$ cat config.mk
export PLATFORM = sky130hd
export DESIGN_NAME = cvt_engine
export DESIGN_NICKNAME = d
export VERILOG_FILES = /design/src/hw/rtl/cvt_pkg.sv /design/src/hw/rtl/cvt_engine.sv
export SDC_FILE = /design/constraint.sdc
export NUM_CORES = 1
export LEC_CHECK = 0
export BUFFER_PORTS_ARGS = -buffer_cell sky130_fd_sc_hd__buf_4
export CAP_MARGIN = 20
export CORE_ASPECT_RATIO = 1.5
export CORE_MARGIN = 2
export CORE_UTILIZATION = 30
export CTS_CLUSTER_DIAMETER = 100
export CTS_CLUSTER_SIZE = 40
export DETAILED_ROUTE_END_ITERATION = 16
export PLACE_DENSITY = 0.62
export RECOVER_POWER = 25
export SLEW_MARGIN = 10
export SYNTH_ARGS = -nofsm -noshare
export SYNTH_HDL_FRONTEND = slang
export SYNTH_SLANG_ARGS = --single-unit
export TNS_END_PERCENT = 10
$ cat constraint.sdc
create_clock -name clk -period 7.6 [get_ports clk]
set_clock_uncertainty 0.15 [all_clocks]
set_input_delay 1.52 -clock clk [delete_from_list [all_inputs] [get_ports clk]]
set_output_delay 1.52 -clock clk [all_outputs]
set_load 0.02 [all_outputs]
$ cat src/hw/rtl/cvt_pkg.sv
`timescale 1ns / 1ps

package cvt_pkg;

  localparam int ENTRIES = 64;
  localparam int IDX_W   = $clog2(ENTRIES);
  localparam int CNT_W   = $clog2(ENTRIES + 1);

  localparam logic [1:0] OP_SET  = 2'd0;
  localparam logic [1:0] OP_GET  = 2'd1;
  localparam logic [1:0] OP_DROP = 2'd2;

  typedef struct packed {
    logic [1:0]         operation;
    logic [30:0]        table_key;
    logic signed [63:0] new_value;
  } req_t;

  typedef struct packed {
    logic               status;
    logic signed [63:0] value_out;
    logic               hit;
  } rsp_t;

  // one table slot as held in the RAM
  typedef struct packed {
    logic [30:0] key;
    logic [63:0] value;
  } entry_t;

  typedef struct packed {
    logic             rd_en;
    logic [IDX_W-1:0] rd_addr;
    logic             wr_en;
    logic [IDX_W-1:0] wr_addr;
    entry_t           wr_data;
  } mem_req_t;

endpackage

$ cat src/hw/rtl/cvt_engine.sv
`timescale 1ns / 1ps

// Scan / update sequencer. Slots 0..count-1 are live and packed;
// slots at or above count are never read.
module cvt_engine (
  input  logic              clk,
  input  logic              rst,
  input  logic              req_valid,
  output logic              req_ready,
  input  cvt_pkg::req_t     req,
  output logic              res_valid,
  input  logic              res_ready,
  output cvt_pkg::rsp_t     res_word,
  output cvt_pkg::mem_req_t mem_req,
  input  cvt_pkg::entry_t   rd_data
);

  typedef enum logic [4:0] {
    S_IDLE    = 5'b00001,
    S_SCAN    = 5'b00010,
    S_LAST_RD = 5'b00100,
    S_LAST_WT = 5'b01000,
    S_DONE    = 5'b10000
  } state_t;

  localparam logic [cvt_pkg::CNT_W-1:0] ENTRIES_C = cvt_pkg::CNT_W'(cvt_pkg::ENTRIES);
  localparam logic [cvt_pkg::CNT_W-1:0] ONE_C     = cvt_pkg::CNT_W'(1);

  state_t                      state;
  logic [1:0]                  op;
  logic [30:0]                 key;
  logic [63:0]                 val;
  logic [cvt_pkg::CNT_W-1:0]   idx;        // next slot to read
  logic                        cmp_valid;  // read in flight last cycle
  logic [cvt_pkg::IDX_W-1:0]   cmp_idx;    // slot of that read
  logic [cvt_pkg::IDX_W-1:0]   found_idx;
  logic [cvt_pkg::CNT_W-1:0]   count;
  cvt_pkg::rsp_t               res;

  logic                        match;
  logic                        more;
  logic                        room;
  logic [cvt_pkg::CNT_W-1:0]   cnt_dec;
  logic [cvt_pkg::IDX_W-1:0]   last_idx;

  assign match    = cmp_valid && (rd_data.key == key);
  assign more     = idx < count;
  assign room     = count < ENTRIES_C;
  assign cnt_dec  = count - ONE_C;
  assign last_idx = cnt_dec[cvt_pkg::IDX_W-1:0];

  assign req_ready = (state == S_IDLE);
  assign res_valid = (state == S_DONE);
  assign res_word  = res;

  always_comb begin
    mem_req = '0;
    case (state)
      S_SCAN: begin
        if (match) begin
          if (op == cvt_pkg::OP_SET) begin
            mem_req.wr_en         = 1'b1;
            mem_req.wr_addr       = cmp_idx;
            mem_req.wr_data.key   = key;
            mem_req.wr_data.value = val;
          end
        end else if (more) begin
          mem_req.rd_en   = 1'b1;
          mem_req.rd_addr = idx[cvt_pkg::IDX_W-1:0];
        end else if (op == cvt_pkg::OP_SET && room) begin
          // append at the first free slot
          mem_req.wr_en         = 1'b1;
          mem_req.wr_addr       = count[cvt_pkg::IDX_W-1:0];
          mem_req.wr_data.key   = key;
          mem_req.wr_data.value = val;
        end
      end
      S_LAST_RD: begin
        mem_req.rd_en   = 1'b1;
        mem_req.rd_addr = last_idx;
      end
      S_LAST_WT: begin
        // last entry fills the hole left by the drop
        mem_req.wr_en   = 1'b1;
        mem_req.wr_addr = found_idx;
        mem_req.wr_data = rd_data;
      end
      default: begin
      end
    endcase
  end

  always_ff @(posedge clk) begin
    if (rst) begin
      state     <= S_IDLE;
      count     <= '0;
      cmp_valid <= 1'b0;
    end else begin
      case (state)
        S_IDLE: begin
          if (req_valid) begin
            op        <= req.operation;
            key       <= req.table_key;
            val       <= req.new_value;
            idx       <= '0;
            cmp_valid <= 1'b0;
            res       <= '0;
            // key zero and the spare opcode touch nothing
            if (req.table_key != 31'd0 &&
                (req.operation == cvt_pkg::OP_SET || req.operation == cvt_pkg::OP_GET ||
                 req.operation == cvt_pkg::OP_DROP)) begin
              state <= S_SCAN;
            end else begin
              state <= S_DONE;
            end
          end
        end
        S_SCAN: begin
          if (match) begin
            cmp_valid <= 1'b0;
            found_idx <= cmp_idx;
            case (op)
              cvt_pkg::OP_GET: begin
                res.value_out <= rd_data.value;
                res.hit       <= 1'b1;
                state         <= S_DONE;
              end
              cvt_pkg::OP_DROP: begin
                if (cmp_idx == last_idx) begin
                  count   <= cnt_dec;
                  res.hit <= 1'b1;
                  state   <= S_DONE;
                end else begin
                  state <= S_LAST_RD;
                end
              end
              default: begin
                state <= S_DONE;
              end
            endcase
          end else if (more) begin
            cmp_valid <= 1'b1;
            cmp_idx   <= idx[cvt_pkg::IDX_W-1:0];
            idx       <= idx + ONE_C;
          end else begin
            cmp_valid <= 1'b0;
            if (op == cvt_pkg::OP_SET) begin
              if (room) begin
                count <= count + ONE_C;
              end else begin
                res.status <= 1'b1;
              end
            end
            state <= S_DONE;
          end
        end
        S_LAST_RD: begin
          state <= S_LAST_WT;
        end
        S_LAST_WT: begin
          count   <= cnt_dec;
          res.hit <= 1'b1;
          state   <= S_DONE;
        end
        S_DONE: begin
          if (res_ready) begin
            state <= S_IDLE;
          end
        end
        default: begin
          state <= S_IDLE;
        end
      endcase
    end
  end

`ifndef SYNTHESIS
  a_count_bound: assert property (@(posedge clk) disable iff (rst)
    count <= ENTRIES_C)
    else $error("entry count above table size");

  a_write_states: assert property (@(posedge clk) disable iff (rst)
    mem_req.wr_en |-> (state == S_SCAN || state == S_LAST_WT))
    else $error("RAM write outside scan or move");

  a_idle_count: assert property (@(posedge clk) disable iff (rst)
    (state == S_IDLE || state == S_DONE) |=> $stable(count))
    else $error("count moved with no operation in progress");

  a_hit_status: assert property (@(posedge clk) disable iff (rst)
    res_valid |-> !(res_word.hit && res_word.status))
    else $error("hit and full flagged together");
`endif

endmodule

==> results of run 1 <==
-- critical path, cell delays in order --
cell and delay [ns]:
sky130_fd_sc_hd__buf_4 0.13, sky130_fd_sc_hd__xnor2_1 0.28, sky130_fd_sc_hd__nand4_1 0.20, sky130_fd_sc_hd__nor4_4 0.45, sky130_fd_sc_hd__and2_1 0.41, sky130_fd_sc_hd__nor2_1 0.14, sky130_fd_sc_hd__nor3_4 0.18, sky130_fd_sc_hd__buf_4 0.58
sky130_fd_sc_hd__a22o_1 0.28, sky130_fd_sc_hd__buf_4 0.16
-- power by group through the flow --
stage | Clock, mW | Sequential [mW] | Combinational, mW
3_5_place_dp | 0 | 1.45 | 0.591
2_1_floorplan | 0 | 1.52 | 0.237
3_3_place_gp | 0 | 1.45 | 0.587
6_report | 0.847 | 1.43 | 0.576
4_1_cts | 0.869 | 1.43 | 0.593
5_1_grt | 0.900 | 1.44 | 0.619
-- cell type report --
cell class                 count  area [sq um]  area share [%]
timing repair buffer         380          2760            22.0
clock inverter                10          86.3           0.690
inverter                      10          37.5           0.300
tap                          395           494            3.95
multi-input combinational    409          2970            23.7
antenna                        1          2.50          0.0200
sequential                   195          5730            45.8
clock buffer                  22           444            3.55
-- synthesized netlist by cell type (2+ instances only) --
| library cell | count |
|---|---|
| sky130_fd_sc_hd__edfxtp_1 | 182 |
| sky130_fd_sc_hd__a22o_1 | 96 |
| sky130_fd_sc_hd__and2_1 | 66 |
| sky130_fd_sc_hd__xnor2_1 | 44 |
| sky130_fd_sc_hd__nor2_1 | 36 |
| sky130_fd_sc_hd__nand2_1 | 24 |
| sky130_fd_sc_hd__nand4_1 | 22 |
| sky130_fd_sc_hd__buf_2 | 18 |
| sky130_fd_sc_hd__o21ai_0 | 16 |
| sky130_fd_sc_hd__clkbuf_1 | 14 |
| sky130_fd_sc_hd__dfxtp_1 | 13 |
| sky130_fd_sc_hd__nand3_1 | 13 |
| sky130_fd_sc_hd__nor4_1 | 11 |
| sky130_fd_sc_hd__nor3_1 | 10 |
| sky130_fd_sc_hd__ha_1 | 9 |
| sky130_fd_sc_hd__inv_1 | 9 |
| sky130_fd_sc_hd__a21oi_1 | 7 |
| sky130_fd_sc_hd__and3_1 | 5 |
| sky130_fd_sc_hd__mux2_1 | 5 |
| sky130_fd_sc_hd__a22oi_1 | 4 |
| sky130_fd_sc_hd__buf_4 | 4 |
| sky130_fd_sc_hd__xor2_1 | 4 |
| sky130_fd_sc_hd__a211oi_1 | 3 |
| sky130_fd_sc_hd__buf_1 | 3 |
| sky130_fd_sc_hd__nand2b_1 | 3 |
| sky130_fd_sc_hd__a211oi_4 | 2 |
| sky130_fd_sc_hd__nand3b_1 | 2 |
| sky130_fd_sc_hd__nor2b_1 | 2 |
| sky130_fd_sc_hd__nor3_4 | 2 |
| sky130_fd_sc_hd__nor3b_1 | 2 |
| sky130_fd_sc_hd__nor4_4 | 2 |
| sky130_fd_sc_hd__or2_2 | 2 |
| sky130_fd_sc_hd__or3_1 | 2 |
| sky130_fd_sc_hd__or4_1 | 2 |
-- flip-flops by register name (all words and copies together) (netlist names) --
name and flops:
state 5, val 64, op 2, cmp_idx 6, cmp_valid 1, count 7, idx 7, key 31
found_idx 6, res_word 66
-- how the worst min path moves through the flow --
stage	endpoint	slack, ns	startpoint
final	found_idx[2]	0.38	cmp_idx[2]
after global routing	found_idx[5]	0.39	cmp_idx[5]
after CTS	found_idx[2]	0.37	cmp_idx[2]
after detailed placement	found_idx[0]	0.36	cmp_idx[0]
after global placement	found_idx[2]	0.35	cmp_idx[2]
after floorplan	found_idx[4]	0.32	cmp_idx[4]
-- through the flow --
stage	power [mW]	worst slack [ns]	instance area, sq um	hold slack (ns)
6_report	2.85	1.57	12500	0.376
5_1_grt	2.96	1.22	12500	0.394
4_1_cts	2.89	1.43	12600	0.375
3_5_place_dp	2.04	1.47	12100	0.357
3_3_place_gp	2.03	1.37	12100	0.351
2_1_floorplan	1.75	1.12	8900	0.320
-- cell families (layout without fill, tap and decap cells) --
family	after synthesis	count (layout)	synth area share, %
simple gates	210	210	13.6
flops	195	195	64.4
compound gates	136	136	12.7
xor+xnor	49	49	4.98
buf+inv	49	422	2.49
fa+ha+maj	9	9	1.27
mux	5	5	0.633
other cells	0	1	0
-- per-layer routing --
metal	part of all wire, %	global-route usage [%]	vias to the layer above
met5	0	0	-
met4	3.4	8.67	0
met2	51	33.6	325
li1	-	-	3223
met3	6.2	3.43	59
met1	39	23.6	3434
==> metrics.yaml, run 1 <==
power_and_ir_drop:
  total_switching_power_mw: 0.822
  power.switching_fraction_pct: 28.8
  power_leakage_nw: 4.92
  p_int_mw: 2.03
  power_density_mw_per_mm2: 228
  combinationalPowerShare_pct: 20.2
  peakVddDrop_v: 0.000172
  pwr-share-seq_pct: 50.1
  clkPwrFrac_pct: 29.7
routing:
  num_vias: 7041
  detail-route-antenna-nets: 0
  routed_wl_um: 30800
  post_drt_via_cell_ratio: 4.95
  first_pass_iters: 6
  routedWlPerCell_um: 21.6
  initialDrtViolationCount: 534
  drt_drc_violations_left: 0
logic_synthesis:
  synth_warnings: 0
  ys_seq_elements: 195
  synth_edf_count: 182
  syn_area_per_cell_sq_um: 13.6
  synthDominantCellAreaShare_pct: 61.4
  synthesis.area_sq_mm: 0.00890
  async_flop_share_pct: 0
  synth.yosys.seq_area_share_pct: 64.4
  yosysUniqueCellTypes: 48
  syn-num-nets: 858
  synthesis.instances: 653
  post-synth-top-area-cell: "sky130_fd_sc_hd__edfxtp_1"
  top_area_cells_in_the_synthesized_netlist: "sky130_fd_sc_hd__edfxtp_1, sky130_fd_sc_hd__a22o_1, sky130_fd_sc_hd__and2_1"
  synth-main-ff-cell: "sky130_fd_sc_hd__edfxtp_1"
timing:
  max_freq_ghz: 0.166
  report.final.setup_viol: 0
  relSlewSlack_pct: 35.6
  final.setup.tns_ns: 0
  final_max_slew_viol_count: 0
  finalWorstPathRequiredPeriod_ns: 6.03
  min_period_over_period_pct: 79.4
  worst_pin_slew_ns: 0.967
  timing.final.hold_violations: 0
  grt_setup_unrepaired: "false"
job:
  drv.max_cap_violation_count: 0
placement:
  dp.cells: 1388
  portBuffers: 372
  finalWeightedCongestion: 0.902
  dpl_hpwl_um: 23300
cts:
  clock_network_latency_to_the_later_pin_of_the_worst_skew_pair_ns: 0.45
  clkSinkCount: 195
  cts-htree-levels: 4
  post_cts_hold_buffer_count: 0
  tritoncts.num_buffers: 17
  post-cts-setup-buffers: 0
  post_cts_resized: 0
  clockBufferDepth: 2
  tritoncts_clock_tree: "yes"
  clock_pin_slew_of_the_registers_on_the_worst_case_setup_and_hold_paths_ns: 0.07
  cts-root-buf: "sky130_fd_sc_hd__clkbuf_16"
finish:
  final_cell_count_no_fill: 1422
  finalCoreUtilization_pct: 42.6
  fill_count: 2747
  mostFrequentLayoutCells: "sky130_fd_sc_hd__buf_4, sky130_fd_sc_hd__edfxtp_1, sky130_fd_sc_hd__a22o_1"
  finish.net_count: 1218
  layout.cells.most_common: "sky130_fd_sc_hd__buf_4"
  final_layout_size_suffix_gt1_share_pct: 38.2
  area.growth.synth_to_final_pct: 40.6
setup_path:
  worst-endpoint-arrival_ns: 4.36
  crit_path_end: "mem_req[92]"
  path_max_fanout: 61
  regToRegSetupSlack_ns: 3.51
  r2r_cells: 8
  kind_of_start_point_of_the_critical_path: "input port"
  critical_path_class: "input port to output port"
  crit-reg2reg-launch: "state[4]"
  r2r_end: "res_word[55]"
  cp-startpoint: "rd_data[78]"
  setup.worst_path.end_class: "output port"
  req_time_crit_path_ns: 5.93
floorplan:
  die_width_um: 145
  io_pins: 373
  die_area_sq_mm: 0.0311
  core_sq_mm: 0.0294
  placementRows: 77
  chipHeight_um: 215
  initial_utilization_pct: 30.3
global_route:
  global_route.usage.total_pct: 19.5
  grt_first_pass_wirelength_um: 44100
  grt_antenna_before_repair: 1
  grt_max_degree: 74
  vias_in_the_first_global_route: 6876
  global_route.overflow_total: 0
worst_hold_path:
  hold_path_class: "flip-flop to flip-flop"
  worstHoldPathCells: 0
run_status:
  run_status: "finished clean"
(Power assumes the default switching activity.)
==> run 2: changes to the inputs <==
PLACE_DENSITY = 0.64   (was 0.62)
clock period = 5.27 ns   (was 7.6 ns; I/O delays follow)
==> run 2 against run 1 <==
Net effect:
- routed wire length rose by 0.90%
- first-iteration DRC count down 16%
- highest routed layer is now met5
- via count fell by 0.67%
- critical path depth shrank 2
- worst setup slack got worse by 1.1 ns
- clock power is 45% higher
- sequential share of layout area down 0.18 points
- critical endpoint is now mem_req[100]
- non-clock buffer count increased by 3
- die area did not move
- critical path type is now flip-flop to output port
==> metrics.yaml, run 2 (synthesis gave the netlist of run 1 again) <==
finish:
  largest_register_ffs: 66
  area.growth.synth_to_final_pct: 41.2
  finish.net_count: 1221
  final_layout_size_suffix_gt1_share_pct: 38.6
  num_antenna_cells: 0
  layout.cells.most_common: "sky130_fd_sc_hd__buf_4"
  mostFrequentLayoutCells: "sky130_fd_sc_hd__buf_4, sky130_fd_sc_hd__edfxtp_1, sky130_fd_sc_hd__a22o_1"
  area.sequential_sq_mm: 0.00573
  fill_count: 2788
  multi_input_area_sq_mm: 0.00296
  stdcell_area_sq_mm: 0.0126
global_route:
  global_route.usage.total_pct: 19.6
  grt_max_degree: 92
  grt_antenna_before_repair: 1
  global_route.overflow_total: 0
  grt_first_pass_wirelength_um: 44200
  vias_in_the_first_global_route: 7014
routing:
  initialDrtViolationCount: 451
  drt_drc_violations_left: 0
  routed_wl_um: 31000
  detail-route-antenna-nets: 0
  first_pass_iters: 5
  routedWlPerCell_um: 21.8
  num_vias: 6994
  post_drt_via_cell_ratio: 4.92
cts:
  cts-root-buf: "sky130_fd_sc_hd__clkbuf_16"
  clock_network_latency_to_the_later_pin_of_the_worst_skew_pair_ns: 0.44
  tritoncts.num_buffers: 17
  post_cts_hold_buffer_count: 0
  post_cts_resized: 0
  clkSinkCount: 195
  post-cts-setup-buffers: 0
  clock_pin_slew_of_the_registers_on_the_worst_case_setup_and_hold_paths_ns: 0.07
  clockBufferDepth: 2
  cts-htree-levels: 4
  tritoncts_clock_tree: "yes"
timing:
  min_period_over_period_pct: 90.9
  relSlewSlack_pct: 32.6
  final_max_slew_viol_count: 0
  worst_pin_slew_ns: 1.01
  fin_worst_hold_slack_ns: 0.364
  finalWorstSetupSlack_ns: 0.479
  grt_setup_unrepaired: "false"
  timing.final.hold_violations: 0
  finalWorstPathRequiredPeriod_ns: 4.79
  report.final.setup_viol: 0
  max_freq_ghz: 0.209
power_and_ir_drop:
  peakVddDrop_v: 0.000234
  power_leakage_nw: 4.96
  power_density_mw_per_mm2: 330
floorplan:
  core_sq_mm: 0.0294
  initial_utilization_pct: 30.3
  io_pins: 373
  placementRows: 77
  die_area_sq_mm: 0.0311
  die_width_um: 145
  chipHeight_um: 215
setup_path:
  worst-endpoint-arrival_ns: 3.59
  path_max_fanout: 30
  req_time_crit_path_ns: 4.07
  setup.worst_path.end_class: "output port"
  critical_path_class: "flip-flop to output port"
  kind_of_start_point_of_the_critical_path: "flip-flop"
job:
  drv.max_cap_violation_count: 0
placement:
  placement.cell_area_sq_mm: 0.0121
  finalWeightedCongestion: 0.863
  placement.setup.worst_slack_ns: 0.562
  portBuffers: 372
  dpl_hpwl_um: 23600
worst_hold_path:
  hold_path_class: "flip-flop to flip-flop"
run_status:
  run_status: "finished clean"
==> run 2: final cells by class <==
| cell class | instances | share of cell area [%] |
|---|---|---|
| flip-flops and latches | 195 | 45.6 |
| multi-input cells | 409 | 23.6 |
| clock buffers | 19 | 3.45 |
| inverters | 10 | 0.299 |
| repair buffers | 383 | 22.3 |
| well taps | 395 | 3.93 |
| clock inverters | 11 | 0.857 |
==> run 2: worst paths after layout <==
path	cells after the start	endpoint	from	slack (ns)
worst max-delay path	8	mem_req[100]	state[4]	0.48
worst min-delay path	0	found_idx[2]	cmp_idx[2]	0.36
worst max register to register	7	res_word[61]	state[4]	1.43
worst min register to register	0	found_idx[2]	cmp_idx[2]	0.36
==> run 2: power breakdown <==
group | leakage [nW] | switching, mW | total, mW | internal, mW
sequential | 1.80 | 0.0949 | 2.06 | 1.96
clock | 0.261 | 0.585 | 1.23 | 0.650
combinational | 2.89 | 0.528 | 0.851 | 0.324
total | 4.96 | 1.21 | 4.14 | 2.93
==> run 2: worst max-delay path: stages, from the launching register on <==
cell	delay [ns]
sky130_fd_sc_hd__dfxtp_1	0.35
sky130_fd_sc_hd__nor3_1	0.26
sky130_fd_sc_hd__nand3b_1	0.62
sky130_fd_sc_hd__inv_2	0.66
sky130_fd_sc_hd__nand2_1	0.17
sky130_fd_sc_hd__a2111oi_4	0.61
sky130_fd_sc_hd__a22oi_1	0.16
sky130_fd_sc_hd__nand2_1	0.16
sky130_fd_sc_hd__buf_4	0.15
==> run 2: layer usage <==
layer  up-vias  global-route usage (%)  wire length (um)
li1       3220                       -                 -
met1      3425                    23.0             11900
met2       292                    34.3             16000
met3        55                    3.94              1950
met4         2                    8.74              1120
met5         -                       0                 8
==> run 2: stage by stage <==
step / std cells / setup TNS (ns) / util, % / power, mW
2_1_floorplan: 653 / -45.73 / - / 2.52
3_3_place_gp: 1391 / 0 / 41.3 / 2.95
3_5_place_dp: 1391 / 0 / 41.3 / 2.96
4_1_cts: 1421 / 0 / 43.1 / 4.21
5_1_grt: 1422 / 0 / 42.8 / 4.31
6_report: 1422 / 0 / 42.8 / 4.14
